===== src/rtl/cnfs_pkg.sv =====
// Shared constants and types for the complex NCO frequency shifter.
package cnfs_pkg;

    localparam int SAMPLE_BITS_DEFAULT   = 16;
    localparam int OSC_FRAC_BITS_DEFAULT = 16;

    // Depth of the sample queue between the front and the mixer.
    localparam int QUEUE_DEPTH = 2;

    // Register indexes of the configuration port.
    localparam int CFG_INDEX_BITS = 1;
    localparam logic [CFG_INDEX_BITS-1:0] REG_ROTATION_COSINE = 1'b0;
    localparam logic [CFG_INDEX_BITS-1:0] REG_ROTATION_SINE   = 1'b1;

    // Status of the queue head as seen by the mixer.
    typedef struct packed {
        logic avail;
        logic block_end;
    } head_status_t;

endpackage


===== src/rtl/cnfs_front.sv =====
// Input front: accepts sample transactions into a short queue ahead of the mixer.
module cnfs_front #(
    parameter int SAMPLE_BITS = cnfs_pkg::SAMPLE_BITS_DEFAULT
) (
    input  logic                          clk,
    input  logic                          rst_n,
    input  logic                          sample_valid,
    output logic                          sample_stall,
    input  logic signed [SAMPLE_BITS-1:0] sample_real,
    input  logic signed [SAMPLE_BITS-1:0] sample_imag,
    input  logic                          block_end_in,
    output logic signed [SAMPLE_BITS-1:0] head_real,
    output logic signed [SAMPLE_BITS-1:0] head_imag,
    output cnfs_pkg::head_status_t        head_status,
    input  logic                          head_pop
);

    localparam int PtrBits   = (cnfs_pkg::QUEUE_DEPTH > 1) ? $clog2(cnfs_pkg::QUEUE_DEPTH) : 1;
    localparam int CountBits = $clog2(cnfs_pkg::QUEUE_DEPTH + 1);

    typedef struct packed {
        logic signed [SAMPLE_BITS-1:0] re;
        logic signed [SAMPLE_BITS-1:0] im;
        logic                          last;
    } entry_t;

    entry_t               queue_mem [cnfs_pkg::QUEUE_DEPTH];
    logic [PtrBits-1:0]   wr_ptr_reg;
    logic [PtrBits-1:0]   wr_ptr_next;
    logic [PtrBits-1:0]   rd_ptr_reg;
    logic [PtrBits-1:0]   rd_ptr_next;
    logic [CountBits-1:0] count_reg;
    logic [CountBits-1:0] count_next;
    logic                 push;
    entry_t               head_entry;

    assign sample_stall = (count_reg == CountBits'(cnfs_pkg::QUEUE_DEPTH));
    assign push         = sample_valid && !sample_stall;

    assign head_entry            = queue_mem[rd_ptr_reg];
    assign head_real             = head_entry.re;
    assign head_imag             = head_entry.im;
    assign head_status.avail     = (count_reg != '0);
    assign head_status.block_end = head_entry.last;

    always_comb
    begin
        wr_ptr_next = wr_ptr_reg;
        rd_ptr_next = rd_ptr_reg;
        if (push)
        begin
            wr_ptr_next = (wr_ptr_reg == PtrBits'(cnfs_pkg::QUEUE_DEPTH - 1)) ?
                          '0 : wr_ptr_reg + 1'b1;
        end
        if (head_pop)
        begin
            rd_ptr_next = (rd_ptr_reg == PtrBits'(cnfs_pkg::QUEUE_DEPTH - 1)) ?
                          '0 : rd_ptr_reg + 1'b1;
        end
        case ({push, head_pop})
            2'b10:   count_next = count_reg + 1'b1;
            2'b01:   count_next = count_reg - 1'b1;
            default: count_next = count_reg;
        endcase
    end

    always_ff @(posedge clk or negedge rst_n)
    begin
        if (!rst_n)
        begin
            wr_ptr_reg <= '0;
            rd_ptr_reg <= '0;
            count_reg  <= '0;
        end
        else
        begin
            wr_ptr_reg <= wr_ptr_next;
            rd_ptr_reg <= rd_ptr_next;
            count_reg  <= count_next;
        end
    end

    always_ff @(posedge clk)
    begin
        if (push)
        begin
            queue_mem[wr_ptr_reg] <= '{re: sample_real, im: sample_imag, last: block_end_in};
        end
    end

    // the mixer only pops a queue that holds something
    a_pop_nonempty: assert property (@(posedge clk) disable iff (!rst_n)
        head_pop |-> head_status.avail)
        else $error("pop from empty sample queue");

endmodule


===== config.mk =====
export PLATFORM = sky130hd
export DESIGN_NAME = cnfs_front
export DESIGN_NICKNAME = d
export VERILOG_FILES = /design/src/rtl/cnfs_pkg.sv /design/src/rtl/cnfs_front.sv
export SDC_FILE = /design/constraint.sdc
export NUM_CORES = 1
export LEC_CHECK = 0
export BUFFER_PORTS_ARGS = -buffer_cell sky130_fd_sc_hd__buf_2
export CAP_MARGIN = 10
export CORE_ASPECT_RATIO = 0.9
export CORE_UTILIZATION = 56
export DETAILED_ROUTE_END_ITERATION = 10
export PLACE_DENSITY = 0.84
export SLEW_MARGIN = 10
export SYNTH_ARGS = -nofsm -noshare
export SYNTH_HDL_FRONTEND = slang
export SYNTH_SLANG_ARGS = --single-unit

===== constraint.sdc =====
create_clock -name clk -period 7.55 [get_ports clk]
set_input_delay 1.51 -clock clk [delete_from_list [all_inputs] [get_ports clk]]
set_output_delay 1.51 -clock clk [all_outputs]
set_load 0.02 [all_outputs]

# After elaboration in Yosys (flattened, before gate mapping)
# Memories as Yosys holds them, arrays and structs flattened.
# Index checks and enable logic that the tools add are counted.
[totals] register_bits=4 mem_bits_rw=66 in_bits=37 out_inout_bits=35 word_cells=20 memories=1
[mem_list] name="queue_mem" words=2 word_bits=33 rd=1 rd_ports_with_merged_regs=0 write_ports=1 line_no="cnfs_front.sv:27" rtl="entry_t queue_mem [cnfs_pkg::QUEUE_DEPTH];"
[classes] addsub=4 eq_ne=3 muxes=5 reduce_logical=4
[op_table] op="$eq A2 B2 Y1 const B" n=2
[op_table] op="$mux W1" n=4
[op_table] op="$pmux W2 S2" n=1
[op_table] op="$reduce_bool A2 Y1" n=2
[op_table] op="$add A1 B1 Y1 const B" n=2
[op_table] op="$add A2 B1 Y2 const B" n=1
[op_table] op="$eq A2 B1 Y1 const B" n=1
[op_table] op="$sub A2 B1 Y2 const B" n=1
[op_table] op="$logic_and A1 B1 Y1" n=1
[op_table] op="$logic_not A1 Y1" n=1

# Logic depth before layout (Yosys ltp)
[logic_depth] word_depth=5 ltp_mapped=6 mapped_depth_nobuf=6

# Least setup slack after synthesis
# OpenSTA, ideal clock, no wires.
[synth_path] kind="in2reg" startpoint="input port sample_valid" endpoint="memory queue_mem[0][0] (netlist name), enable pin" setup_ns=0.423 arrival_ns=2.999 required_time_ns=7.127 setup_slack_ns=4.128 path_stages=2 n_path_buf=0 path_cell_list="nand2_1 > nor2_1"
[synth_via] elab_chain_cells=3
[synth_lines] item="start: declaration" line_no="cnfs_front.sv:7" rtl="input logic sample_valid,"
[synth_lines] item="$logic_and A1 B1 Y1" line_no="cnfs_front.sv:38" rtl="assign push = sample_valid && !sample_stall;"
[synth_lines] item="$mux W1" line_no="cnfs_front.sv:85" rtl="if (push)"
[synth_lines] item="$mux W1 (not written as such)" line_no="cnfs_front.sv:87" rtl="queue_mem[wr_ptr_reg] <= '{re: sample_real, im: sample_imag, last: block_end_in};"
[synth_lines] item="end: declaration" line_no="cnfs_front.sv:27"
# No other way between the ends.

# Worst setup path after layout
[layout_path] startpoint="register rd_ptr_reg" endpoint="output port head_imag[13]"
[layout_via] elab_chain_cells=1
[layout_lines] item="start: declaration" line_no="cnfs_front.sv:30" rtl="logic [PtrBits-1:0] rd_ptr_reg;"
[layout_lines] item="start signal: assignment" line_no="cnfs_front.sv:78" rtl="rd_ptr_reg <= rd_ptr_next;"
[layout_lines] item="$mem_v2 Z2 W33"
[layout_lines] item="end: declaration" line_no="cnfs_front.sv:13" rtl="output logic signed [SAMPLE_BITS-1:0] head_imag,"
# No other way between the ends.

==> results.py <==
metrics = {
    "final_layout": {
        "final_common_cell": "buf_2",
        "nFillCells": 295,
        "largest_reg_flops": 66,
        "areaGrowthSynthToFinish_pct": 21.68,
        "drive_above_1_share_pct": 59.80,
        "num_antenna_cells": 0,
        "final_nets": 237,
        "layout_common_cells": "buf_2, edfxtp_1, mux2_4",
    },
    "clock_tree": {
        "clkLatencyLatePin_ns": 0.34,
        "cts_tree": "done",
        "cts.sinks": 70,
        "cts_hold_repair.buffers": 0,
        "clk_pin_slew_ns": 0.07,
        "cts_root_buf": "clkbuf_8",
        "htree_levels": 3,
        "numCtsBuffers": 9,
        "ctsResizeCount": 0,
        "cts_setup_buffers": 0,
        "cts_buffer_depth": 2,
    },
    "detailed_routing": {
        "antenna_left": 0,
        "wl_um": 4231,
        "firstDrtPassIters": 4,
        "post-route-drc-count": 0,
        "drtIter0Drc": 28,
        "viasPerCell": 4.940,
        "vias": 1314,
        "wl_per_cell_um": 15.91,
    },
    "global_routing": {
        "track_usage_pct": 17.70,
        "grt_pass1_wl_um": 6113,
        "grt_overflow": 0,
        "antenna_found_initial": 0,
        "grt_max_degree": 35,
        "grt_pass1_vias": 1308,
    },
    "status": {
        "outcome": "completed",
    },
    "timing": {
        "setup_viol": 0,
        "report.final.slew_viol_count": 0,
        "period_share_pct": 46.10,
        "finalSetupTns_ns": 0,
        "relSlewSlack_pct": 31.88,
        "tightest_slew_ns": 1.022,
        "post-route-min-period_ns": 3.481,
        "rsz0062_at_grt": "no",
        "finalHoldViolCount": 0,
        "clock.fmax_ghz": 0.2873,
        "fin_skew_ns": 0.004941,
        "holdWs_ns": 0.4886,
    },
    "yosys": {
        "seq_area_frac_synth_pct": 76.44,
        "synth_area_um2": 2724,
        "postSynthCellCount": 120,
        "synth_nets": 158,
        "synth-seq-cells": 70,
        "syn_area_per_cell_um2": 22.70,
        "synth_warnings": 0,
        "synth_area_leaders": "edfxtp_1, mux2_4, dfrtp_1, buf_12, mux2_2",
        "yosys.area.top_type": "edfxtp_1",
        "ys_types": 15,
        "synth_top_cell_area_share_pct": 72.76,
    },
    "power": {
        "peakVddDrop_mv": 0.2526,
        "p_leak_nw": 1.350,
        "power_density_nw_per_um2": 410.4,
    },
    "critical_path": {
        "crit_fanout": 34,
        "rr_endpoint": "queue_mem[1][18]",
        "cp_slowest_cell": "dfrtp_2",
        "worst-endpoint-arrival_ns": 1.97,
        "crit_required_ns": 6.04,
        "path_cells": "mux2_2 > buf_2",
        "max_stage_delay_ns": 1.05,
        "start_kind": "flop",
        "ff2ff_path_depth": 3,
        "end_kind": "output port",
        "r2r-start": "count_reg[0]",
        "critPathKind": "reg -> out",
        "r2r_slack_ns": 5.58,
    },
    "die": {
        "fp-row-count": 23,
        "dieHeight_um": 68.17,
        "core-area_um2": 4547,
        "die_w_um": 75.52,
        "start_util_pct": 59.91,
        "ioPinCount": 72,
        "die_area_um2": 5147,
    },
    "hold_path": {
        "min_from": "count_reg[1]",
        "hold_depth": 1,
        "holdPathEnd": "count_reg[1]",
        "hold_class": "reg -> reg",
    },
    "flow_run": {
        "cap_violations": 0,
    },
    "placed_design": {
        "io_buffers": 71,
        "place_congestion": 0.6625,
        "hpwl_um": 2857,
    },
}
## through the flow
step / power, mW / utilization [%] / instance area, um^2 / setup slack [ns] / std cells
6_report: 1.360 / 72.89 / 3314 / 4.069 / 266
2_1_floorplan: 0.9608 / - / 2724 / 4.128 / 120
4_1_cts: 1.374 / 72.89 / 3314 / 4.052 / 266
3_5_place_dp: 1.060 / 68.22 / 3102 / 4.419 / 250
3_3_place_gp: 1.042 / 68.22 / 3102 / 4.446 / 250
5_1_grt: 1.421 / 72.89 / 3314 / 3.987 / 266
## area by class of cell
class	instances	area (um^2)	share of cell area [%]
inverters	1	3.754	0.1133
clock buffers	9	123.9	3.737
well taps	62	77.57	2.341
multi-input cells	45	574.3	17.33
clock inverters	7	88.84	2.680
repair buffers	72	362.8	10.95
flip-flops and latches	70	2083	62.85
## power by group
group | total [mW] | switching, mW | internal, mW
clock | 0.314 | 0.131 | 0.183
sequential | 0.610 | 0.0765 | 0.533
combinational | 0.436 | 0.222 | 0.214
total | 1.36 | 0.430 | 0.930
## Yosys cell counts, drive strengths merged
cell type,instances
xor2,2
nand2,1
nand2b,1
edfxtp,66
xnor2,3
buf,4
inv,1
mux2,33
dfrtp,4
nor2,2
ha,1
and3,1
or2,1
## metal layers
metal | wire, um | GRT usage [%] | vias to the layer above
met4 | 73 | 10.42 | 0
li1 | - | - | 622
met5 | 0 | 0 | -
met1 | 1682 | 19.67 | 631
met2 | 2222 | 29.91 | 52
met3 | 252 | 5.744 | 9
## logic make-up after synthesis
family,share of synthesized area [%]
xor+xnor,1.608
fa+ha+maj,0.4593
buf+inv,2.756
flops,76.44
mux,17.64
simple gates,1.103
## worst max-delay path by stage
| stage | start | endpoint | slack, ns | depth (start not counted) |
|---|---|---|---|---|
| detailed placement | rd_ptr_reg | head_imag[13] | 4.42 | 2 |
| floorplan | sample_valid | queue_mem[0][0] | 4.13 | 2 |
| global route | rd_ptr_reg | head_imag[13] | 3.99 | 2 |
| CTS | rd_ptr_reg | head_imag[13] | 4.05 | 2 |
| global placement | rd_ptr_reg | head_real[4] | 4.45 | 2 |
| finish | rd_ptr_reg | head_imag[13] | 4.07 | 2 |
## critical path: cells and delay by family (launching register included)
family	cells	cell delay, ns
flip-flops	1	1.05
multiplexers	1	0.42
buffers and inverters	1	0.16
(Power assumes the default switching activity.)
